--- src/asa_pkg.sv ---
// ----------------------------------------------------------------------------
// asa_pkg
// Shared codes, counter indices and the event record passed from the record
// tally stage to the counter bank.
// ----------------------------------------------------------------------------
`default_nettype none

package asa_pkg;

	localparam logic [2:0] REQ_HEADER = 3'd0;
	localparam logic [2:0] REQ_OP     = 3'd1;
	localparam logic [2:0] REQ_QUAL   = 3'd2;
	localparam logic [2:0] REQ_MD     = 3'd3;
	localparam logic [2:0] REQ_END    = 3'd4;
	localparam logic [2:0] REQ_READ   = 3'd5;

	localparam logic [3:0] OP_M  = 4'd0;
	localparam logic [3:0] OP_I  = 4'd1;
	localparam logic [3:0] OP_D  = 4'd2;
	localparam logic [3:0] OP_S  = 4'd4;
	localparam logic [3:0] OP_EQ = 4'd7;
	localparam logic [3:0] OP_X  = 4'd8;

	localparam logic [1:0] CFG_FILTER_MASK = 2'd0;
	localparam logic [1:0] CFG_MAPQ_THR    = 2'd1;
	localparam logic [1:0] CFG_BASEQ_THR   = 2'd2;

	localparam int NUM_COUNTERS = 20;

	localparam int CNT_READS_TOTAL    = 0;
	localparam int CNT_BASES_TOTAL    = 1;
	localparam int CNT_READS_UNMAPPED = 2;
	localparam int CNT_BASES_UNMAPPED = 3;
	localparam int CNT_READS_MAPPED   = 4;
	localparam int CNT_BASES_MAPPED   = 5;
	localparam int CNT_READS_HIGH_MQ  = 6;
	localparam int CNT_READS_ALIGNED  = 7;
	localparam int CNT_READS_DUP      = 8;
	localparam int CNT_BASES_DUP      = 9;
	localparam int CNT_BASES_ALIGNED  = 10;
	localparam int CNT_BASES_MATCH    = 11;
	localparam int CNT_BASES_MISMATCH = 12;
	localparam int CNT_BASES_INS      = 13;
	localparam int CNT_BASES_DEL      = 14;
	localparam int CNT_READS_SCLIP    = 15;
	localparam int CNT_BASES_SCLIP    = 16;
	localparam int CNT_READS_EXACT    = 17;
	localparam int CNT_BASES_EXACT    = 18;
	localparam int CNT_BASES_HIGH_BQ  = 19;

	typedef struct packed {
		logic        hdr;
		logic        unmapped;
		logic        mapq_hi;
		logic        aln_read;
		logic        dup;
		logic [63:0] len;
		logic        qual_hi;
		logic        rec_end;
		logic        sclip_hit;
		logic        exact;
		logic [63:0] mism;
		logic [63:0] match;
		logic [63:0] aligned;
		logic [63:0] ins;
		logic [63:0] del;
		logic [63:0] sclip;
		logic        rd;
		logic [4:0]  idx;
	} evt_t;

endpackage

`default_nettype wire

--- src/asa_record.sv ---
// ----------------------------------------------------------------------------
// asa_record
// Per-record tally: CIGAR sums, MD letters and derived differences kept
// incrementally, so that the end item needs only selects, compares and one subtract.
// ----------------------------------------------------------------------------
`default_nettype none

module asa_record #(
	parameter int LENGTH_BITS = 28
) (
	input  wire logic                clk,
	input  wire logic                arst_n,
	input  wire logic                en,
	input  wire logic [2:0]          req_type,
	input  wire logic [15:0]         read_flags,
	input  wire logic [7:0]          mapping_quality,
	input  wire logic [27:0]         read_length,
	input  wire logic                process_detail,
	input  wire logic                has_md,
	input  wire logic [3:0]          op_code,
	input  wire logic [27:0]         op_length,
	input  wire logic [7:0]          base_quality,
	input  wire logic [7:0]          md_char,
	input  wire logic [4:0]          counter_index,
	input  wire logic [15:0]         filter_mask,
	input  wire logic [7:0]          mapq_threshold,
	input  wire logic [7:0]          base_quality_threshold,
	output asa_pkg::evt_t            evt
);
	import asa_pkg::*;

	localparam int LEN_W = (LENGTH_BITS < 28) ? LENGTH_BITS : 28;

	logic        active_q;
	logic        has_md_q;
	logic [63:0] rec_len_q;
	logic [3:0]  cur_op_q;
	logic [63:0] sum_m_q, sum_i_q, sum_d_q, sum_s_q, sum_eq_q, sum_x_q;
	logic [63:0] mism_md_q, match_md_q, m_minus_x_q, exact_md_q, exact_nomd_q;

	logic [63:0] hdr_len, op_len;
	logic        is_letter, aligned_op;

	assign hdr_len = 64'(read_length[LEN_W-1:0]);
	assign op_len  = 64'(op_length[LEN_W-1:0]);

	assign is_letter = ((md_char >= 8'h41) && (md_char <= 8'h5A)) ||
		((md_char >= 8'h61) && (md_char <= 8'h7A));

	assign aligned_op = (cur_op_q == OP_M) || (cur_op_q == OP_I) ||
		(cur_op_q == OP_EQ) || (cur_op_q == OP_X);

	always_comb begin
		evt = '0;
		unique case (req_type)
			REQ_HEADER: begin
				evt.hdr      = 1'b1;
				evt.unmapped = read_flags[2];
				evt.mapq_hi  = mapping_quality >= mapq_threshold;
				evt.aln_read = (read_flags & filter_mask) == 16'd0;
				evt.dup      = read_flags[10];
				evt.len      = hdr_len;
			end
			REQ_QUAL: begin
				evt.qual_hi = active_q && aligned_op && (base_quality >= base_quality_threshold);
			end
			REQ_END: begin
				evt.rec_end   = active_q;
				evt.sclip_hit = sum_s_q != 64'd0;
				evt.mism      = has_md_q ? mism_md_q : sum_x_q;
				if (has_md_q) begin
					evt.match = match_md_q;
				end else begin
					evt.match = (sum_m_q > sum_eq_q) ? m_minus_x_q : sum_eq_q;
				end
				evt.aligned = (sum_s_q != 64'd0) ? rec_len_q - sum_s_q : rec_len_q;
				evt.ins     = sum_i_q;
				evt.del     = sum_d_q;
				evt.sclip   = sum_s_q;
				evt.exact   = (has_md_q ? exact_md_q : exact_nomd_q) == 64'd0;
			end
			REQ_READ: begin
				evt.rd  = 1'b1;
				evt.idx = counter_index;
			end
			default: begin
			end
		endcase
	end

	always_ff @(posedge clk or negedge arst_n) begin
		if (!arst_n) begin
			active_q     <= 1'b0;
			has_md_q     <= 1'b0;
			rec_len_q    <= '0;
			cur_op_q     <= '0;
			sum_m_q      <= '0;
			sum_i_q      <= '0;
			sum_d_q      <= '0;
			sum_s_q      <= '0;
			sum_eq_q     <= '0;
			sum_x_q      <= '0;
			mism_md_q    <= '0;
			match_md_q   <= '0;
			m_minus_x_q  <= '0;
			exact_md_q   <= '0;
			exact_nomd_q <= '0;
		end else if (en) begin
			if (req_type == REQ_HEADER) begin
				active_q     <= !read_flags[2] && process_detail;
				has_md_q     <= has_md;
				rec_len_q    <= hdr_len;
				sum_m_q      <= '0;
				sum_i_q      <= '0;
				sum_d_q      <= '0;
				sum_s_q      <= '0;
				sum_eq_q     <= '0;
				sum_x_q      <= '0;
				mism_md_q    <= '0;
				match_md_q   <= '0;
				m_minus_x_q  <= '0;
				exact_md_q   <= '0;
				exact_nomd_q <= '0;
			end else if (active_q) begin
				if (req_type == REQ_OP) begin
					cur_op_q <= op_code;
					case (op_code)
						OP_M: begin
							sum_m_q     <= sum_m_q + op_len;
							match_md_q  <= match_md_q + op_len;
							m_minus_x_q <= m_minus_x_q + op_len;
						end
						OP_I: begin
							sum_i_q      <= sum_i_q + op_len;
							exact_md_q   <= exact_md_q + op_len;
							exact_nomd_q <= exact_nomd_q + op_len;
						end
						OP_D: begin
							sum_d_q      <= sum_d_q + op_len;
							mism_md_q    <= mism_md_q - op_len;
							match_md_q   <= match_md_q + op_len;
							exact_nomd_q <= exact_nomd_q + op_len;
						end
						OP_S: begin
							sum_s_q <= sum_s_q + op_len;
						end
						OP_EQ: begin
							sum_eq_q <= sum_eq_q + op_len;
						end
						OP_X: begin
							sum_x_q      <= sum_x_q + op_len;
							m_minus_x_q  <= m_minus_x_q - op_len;
							exact_nomd_q <= exact_nomd_q + op_len;
						end
						default: begin
						end
					endcase
				end else if (req_type == REQ_MD) begin
					if (has_md_q && is_letter) begin
						mism_md_q  <= mism_md_q + 64'd1;
						match_md_q <= match_md_q - 64'd1;
						exact_md_q <= exact_md_q + 64'd1;
					end
				end else if (req_type == REQ_END) begin
					active_q <= 1'b0;
				end
			end
		end
	end

endmodule

`default_nettype wire

--- config.mk ---
export PLATFORM = sky130hd
export DESIGN_NAME = asa_record
export DESIGN_NICKNAME = d
export VERILOG_FILES = /design/src/asa_pkg.sv /design/src/asa_record.sv
export SDC_FILE = /design/constraint.sdc
export NUM_CORES = 2
export LEC_CHECK = 0
export ABC_CLOCK_PERIOD_IN_PS = 10130
export BUFFER_PORTS_ARGS = -buffer_cell sky130_fd_sc_hd__clkbuf_2
export CAP_MARGIN = 0
export CORE_ASPECT_RATIO = 1.25
export CORE_MARGIN = 4
export CORE_UTILIZATION = 46
export CTS_CLUSTER_DIAMETER = 40
export DETAILED_ROUTE_END_ITERATION = 6
export SKIP_CTS_REPAIR_TIMING = 1
export SLEW_MARGIN = 20
export SYNTH_ARGS = -nofsm -noshare
export SYNTH_HDL_FRONTEND = slang
export SYNTH_SLANG_ARGS = --single-unit
--- constraint.sdc ---
create_clock -name clk -period 10.13 [get_ports clk]
set_input_delay 0.5065 -clock clk [delete_from_list [all_inputs] [get_ports clk]]
set_output_delay 0.5065 -clock clk [all_outputs]
set_load 0.01 [all_outputs]
After elaboration in Yosys (flattened, before gate mapping)
Index checks and enable logic that the tools add are counted.
Storage, ports and cells
  word-level logic and storage cells: 164
  input port bits: 145
  bits in registers: 738
  output and inout bits: 463
Cells by class
  bitwise gates (word level): 2
  equality and inequality tests: 16
  reduce and logical (&&, ||, !) cells: 44
  add/sub/neg operators: 16
  multiplexer cells: 64
  magnitude comparators: 7
Operators by type and width (number)
  $mux W64: 54
  $add A64 B28 Y64: 10
  $mux W387: 1
  $add A64 B1 Y64 const B: 2
  $pmux W64 S2: 1
  $sub A64 B28 Y64: 2
  $mux W69: 1
  $gt A64 B64 Y1: 1
  $logic_not A64 Y1: 1
  $reduce_bool A64 Y1: 1
  $sub A28 B64 Y64: 1
  $sub A64 B1 Y64 const B: 1
  $reduce_and A4 Y1: 9
  $reduce_bool A2 Y1: 9
  $and A16 B16 Y16: 1
  $ge A8 B7 Y1 const B: 2
  $ge A8 B8 Y1: 2
  $le A8 B7 Y1 const B: 2
  $logic_not A16 Y1: 1
  $reduce_and A5 Y1: 3
  $eq A4 B3 Y1 const B: 3
  $reduce_bool A3 Y1: 3
  $eq A4 B1 Y1 const B: 2
  $eq A4 B4 Y1 const B: 2
  17 further kinds: 34

Depth between registers and ports, before layout
  word-level depth: 9
  mapped depth: 23

Least setup slack after synthesis
Ideal clock, no wire load.
  kind: input -> register
  from: input port req_type[2]
  to: register mism_md_q[63]
  setup slack: 4.562 ns
  stages: 18
  arrival: 5.438 ns
  required time: 10.000 ns
  path through: nor3b_2 clkbuf_1 clkbuf_1 nand2_1 inv_1 ha_1 nor2b_1 o31ai_1 a31oi_1 a311o_1 a31o_2 a21oi_1 o31a_1 o221ai_1 a21o_1 a221oi_1 mux2i_1 nand4_1
On the way
  cells in the longest elaborated chain, start to end: 4
RTL lines
  start: declaration: line asa_record.sv:14  | input wire logic [2:0] req_type,
  $eq A3 B1 Y1: line asa_record.sv:125  | if (req_type == REQ_OP) begin
  $mux W64: line asa_record.sv:125
  $mux W64: line asa_record.sv:124  | end else if (active_q) begin
  $mux W64: line asa_record.sv:109  | if (req_type == REQ_HEADER) begin
  end signal: assignment: line asa_record.sv:140  | mism_md_q <= mism_md_q - op_len;
  end signal: assignment: line asa_record.sv:160  | mism_md_q <= mism_md_q + 64'd1;
  end: declaration: line asa_record.sv:39  | logic [63:0] mism_md_q, match_md_q, m_minus_x_q, exact_md_q, exact_nomd_q;
Several ways; a longest one is shown, not always the timed one. The select of a mux whose other input is x is not followed.
A chain may end at the register's enable or synchronous reset.

==> out/metrics.yaml <==
outcome:
  run_status: "complete, no violations"
route:
  routedWlPerCell_um: 21.38
  drcViolationCount: 0
  count_of_routing_violations_after_the_opening_detailed_route_iteration: 3810
  dr_total_vias: 59179
  detail-route-antenna-nets: 0
  vias_per_cell: 5.853
  detail_route.wirelength_um: 216100
  drt_first_pass_iters: 6
final_layout:
  layoutNonFillerInstCount: 10111
  fill_cells: 12819
  layout-drive-gt1-share_pct: 11.84
  syn_to_final_growth_pct: 15.51
  multi_input_logic_area_sq_mm: 0.04097
  final-seq-area_sq_mm: 0.01847
  final_nets: 8914
logic_synthesis:
  postSynthAreaPerCell_sq_um: 7.961
  seq_cells_post_synth: 738
  yosys-mux-area-fraction_pct: 2.263
  post_synth_adder_cell_area_pct: 10.91
  synthesized_area_fraction_occupied_by_ao_oa_aoi_and_oai_cells_pct: 19.71
  main_combinational_cell_family_by_area_after_synthesis: "simple AND/OR/NAND/NOR gates"
  yosys.area_share.xor_xnor_pct: 9.370
  netlist_top_cells_area: "sky130_fd_sc_hd__dfrtp_1, sky130_fd_sc_hd__ha_1, sky130_fd_sc_hd__o21ai_0, sky130_fd_sc_hd__nand2_1, sky130_fd_sc_hd__xnor2_1"
  netlist.top_cell.by_area: "sky130_fd_sc_hd__dfrtp_1"
  seq_area_frac_synth_pct: 29.71
  synth_simple_gate_area_share_pct: 23.26
  synthesis.instances: 7808
  synthArstFlopShare_pct: 100.0
  yosysWarningCount: 0
  count_of_flip_flops_with_a_built_in_enable_after_synthesis: 0
  syn-cell-area_sq_mm: 0.06216
  ys_types: 89
  ys.flop_type: "sky130_fd_sc_hd__dfrtp_1"
  yosysTopAreaCellShare_pct: 29.71
die:
  area_of_the_die_sq_mm: 0.1411
  placement_rows: 150
  die_y_um: 419.0
  dieWidth_um: 336.8
  start_util_pct: 46.39
  core-area_sq_mm: 0.1340
  io_pins: 608
pwr:
  p_per_area_mw_per_mm2: 175.3
  irDropWorstVdd_v: 0.0001771
  cellLeakagePower_nw: 35.71
grt:
  grt_pass1_vias: 57538
  grt_pass1_wl_um: 331500
  grt.total_usage_pct: 29.83
  antenna_found_initial: 18
  grt_start_max_net_pins: 139
  global_route.overflow_total: 0
cts:
  ctsLongestPathBuffers: 3
  cts.sinks: 738
  clk-insertion-delay-late_ns: 0.78
  cts.reportedPaths.clkPinSlew_ns: 0.06
  htree_levels: 4
  numCtsBuffers: 148
  cts_root_buf: "sky130_fd_sc_hd__clkbuf_16"
  tritoncts_clock_tree: "built"
sta:
  timing.max_slew.rel_slack_pct: 23.43
  timing.final.max_slew_violations: 0
  worstMarginPinSlew_ns: 1.149
  fin_worst_skew_ns: 0.03204
  setup-violations-final: 0
  finalHoldViolations: 0
  post-route-min-period_ns: 6.357
  setup_slack_ns: 3.773
  finalCritPeriodShare_pct: 62.75
  setup_total_negative_slack_ns: 0
  fmax_mhz: 157.3
  rsz0062_at_grt: "false"
placement:
  final_hpwl_dp_um: 155400
  detailedPlace.worstSlack_ns: 3.227
  place.port_buffers: 570
  numPlacedInstances: 9810
  gp_routability_congestion: 0.9238
worst_setup_path:
  criticalPathCategory: "flip-flop to output pin"
  cp.arrival_ns: 5.85
  worstSetupEndpointType: "output pin"
  timing.critical_path.required_ns: 9.62
  start_kind: "flip-flop"
  critical_path.max_fanout: 48
job:
  drv_cap: 0
hold_path:
  hold_class: "primary input to flip-flop"
-- area by class of cell --
cell class / count / share of cell area [%]
timing repair buffer: 678 / 5.291
sequential: 738 / 25.73
tap: 1748 / 3.046
antenna: 10 / 0.03485
multi-input combinational: 6364 / 57.06
inverter: 304 / 1.591
clock buffer: 200 / 5.981
clock inverter: 69 / 1.272
-- final timing paths --
| check | to | startpoint | slack [ns] | depth (start not counted) |
|---|---|---|---|---|
| setup / recovery | evt[261] | sum_s_q[32]$_DFFE_PN0P_ | 3.77 | 14 |
| hold / removal | active_q$_DFFE_PN0P_ | process_detail | 0.003 | 3 |
| setup reg to reg | exact_md_q[62]$_DFFE_PN0P_ | has_md_q$_DFFE_PN0P_ | 4.99 | 13 |
| hold reg to reg | cur_op_q[0]$_DFFE_PN0P_ | cur_op_q[0]$_DFFE_PN0P_ | 0.50 | 2 |
| max in group asynchronous | sum_d_q[13]$_DFFE_PN0P_ | arst_n | 7.61 | 4 |
| min in group asynchronous | sum_s_q[56]$_DFFE_PN0P_ | arst_n | 0.39 | 2 |
-- power by group --
group / internal (mW) / total [mW] / switching, mW / leakage, nW
Combinational: 1.55 / 3.90 / 2.34 / 23.1
Sequential: 3.24 / 3.56 / 0.316 / 10.1
Clock: 3.38 / 5.13 / 1.75 / 2.52
Total: 8.17 / 12.6 / 4.41 / 35.7
-- cells in the final DEF (no fill, tap or decap), types with 36 or more instances in the layout --
cell,instances
sky130_fd_sc_hd__or3_1,72
sky130_fd_sc_hd__a21oi_1,515
sky130_fd_sc_hd__nor3_1,137
sky130_fd_sc_hd__xnor2_1,334
sky130_fd_sc_hd__o31ai_1,72
sky130_fd_sc_hd__nand3_1,355
sky130_fd_sc_hd__xor2_1,331
sky130_fd_sc_hd__nand2_1,833
sky130_fd_sc_hd__buf_4,83
sky130_fd_sc_hd__nor4_1,83
sky130_fd_sc_hd__and2_1,159
sky130_fd_sc_hd__o21a_1,54
sky130_fd_sc_hd__o21bai_1,62
sky130_fd_sc_hd__o21ai_0,680
sky130_fd_sc_hd__dfrtp_1,737
sky130_fd_sc_hd__inv_1,302
sky130_fd_sc_hd__nor2_1,694
sky130_fd_sc_hd__a31oi_1,42
sky130_fd_sc_hd__nor2b_1,66
sky130_fd_sc_hd__a21o_1,277
sky130_fd_sc_hd__and3_1,223
sky130_fd_sc_hd__clkbuf_2,568
sky130_fd_sc_hd__nand2b_1,98
sky130_fd_sc_hd__mux2i_1,136
sky130_fd_sc_hd__nand4_1,149
sky130_fd_sc_hd__clkbuf_16,152
sky130_fd_sc_hd__ha_1,523
sky130_fd_sc_hd__conb_1,36
-- critical path, cell delays in order, from the launching register on --
cell and delay (ns):
sky130_fd_sc_hd__dfrtp_1 0.68, sky130_fd_sc_hd__nor3_4 0.34, sky130_fd_sc_hd__nand2b_2 0.11, sky130_fd_sc_hd__or3_4 0.37
sky130_fd_sc_hd__nor3_4 0.17, sky130_fd_sc_hd__nand2_2 0.10, sky130_fd_sc_hd__or3_4 0.38, sky130_fd_sc_hd__nor3_4 0.26
sky130_fd_sc_hd__nand3_2 0.19, sky130_fd_sc_hd__or4_2 0.92, sky130_fd_sc_hd__buf_4 0.37, sky130_fd_sc_hd__nand2_2 0.62
sky130_fd_sc_hd__nor2_1 0.10, sky130_fd_sc_hd__mux2_2 0.29, sky130_fd_sc_hd__clkbuf_2 0.15
-- cell usage after synthesis, types with 33 or more instances --
cell / number
sky130_fd_sc_hd__nand2_1: 837
sky130_fd_sc_hd__nor2b_1: 66
sky130_fd_sc_hd__mux2i_1: 136
sky130_fd_sc_hd__nand3_1: 357
sky130_fd_sc_hd__nand4_1: 149
sky130_fd_sc_hd__nor4_1: 84
sky130_fd_sc_hd__and2_1: 161
sky130_fd_sc_hd__o21bai_1: 64
sky130_fd_sc_hd__a31oi_1: 42
sky130_fd_sc_hd__o21ai_0: 682
sky130_fd_sc_hd__nand2b_1: 99
sky130_fd_sc_hd__a21o_1: 278
sky130_fd_sc_hd__clkbuf_1: 355
sky130_fd_sc_hd__or3_1: 72
sky130_fd_sc_hd__o21a_1: 54
sky130_fd_sc_hd__nor3_1: 138
sky130_fd_sc_hd__and3_1: 223
sky130_fd_sc_hd__a22o_1: 35
sky130_fd_sc_hd__a211oi_1: 33
sky130_fd_sc_hd__ha_1: 523
sky130_fd_sc_hd__a21oi_1: 515
sky130_fd_sc_hd__nor2_1: 695
sky130_fd_sc_hd__xnor2_1: 334
sky130_fd_sc_hd__inv_1: 303
sky130_fd_sc_hd__xor2_1: 331
sky130_fd_sc_hd__buf_4: 36
sky130_fd_sc_hd__o31ai_1: 73
sky130_fd_sc_hd__dfrtp_1: 738
-- sequential cells by signal, summed over array words and instances (netlist names) --
signal and flops:
has_md_q 1, m_minus_x_q 64, sum_i_q 64, rec_len_q 28, sum_eq_q 64, match_md_q 64, active_q 1, sum_s_q 64
sum_m_q 64, mism_md_q 64, sum_x_q 64, sum_d_q 64, exact_md_q 64, cur_op_q 4, exact_nomd_q 64
-- metal layers --
metal / vias up / share of wire [%] / GRT usage, %
met1: 28318 / 41 / 37.08
met4: 10 / 4.6 / 13.94
met5: - / 0.030 / 0
li1: 28581 / - / -
met3: 441 / 6.6 / 5.889
met2: 1829 / 47 / 49.81
-- metrics by stage --
step / util [%] / instance area [sq um] / hold slack (ns) / power (mW)
2_1_floorplan: - / 62290 / 0.2109 / 6.384
3_3_place_gp: 49.49 / 66310 / 0.4833 / 7.395
3_5_place_dp: 49.50 / 66330 / 0.4991 / 7.434
4_1_cts: 53.38 / 71530 / -0.2057 / 12.65
5_1_grt: 53.56 / 71780 / 0.004479 / 13.28
6_report: 53.58 / 71800 / 0.002561 / 12.59
-- kinds of logic (layout without fill, tap and decap cells) --
| group | count (synthesis) | in the layout |
|---|---|---|
| muxes | 140 | 140 |
| DFF | 738 | 738 |
| buffers and inverters | 741 | 1251 |
| xor gates and xnor gates | 665 | 665 |
| adders and majority gates | 535 | 535 |
| and+or+nand+nor | 2987 | 2987 |
| other | 1 | 46 |
| AOI/OAI and AO/OA | 2001 | 2001 |
Note: power is estimated with default switching activity, not from simulation.
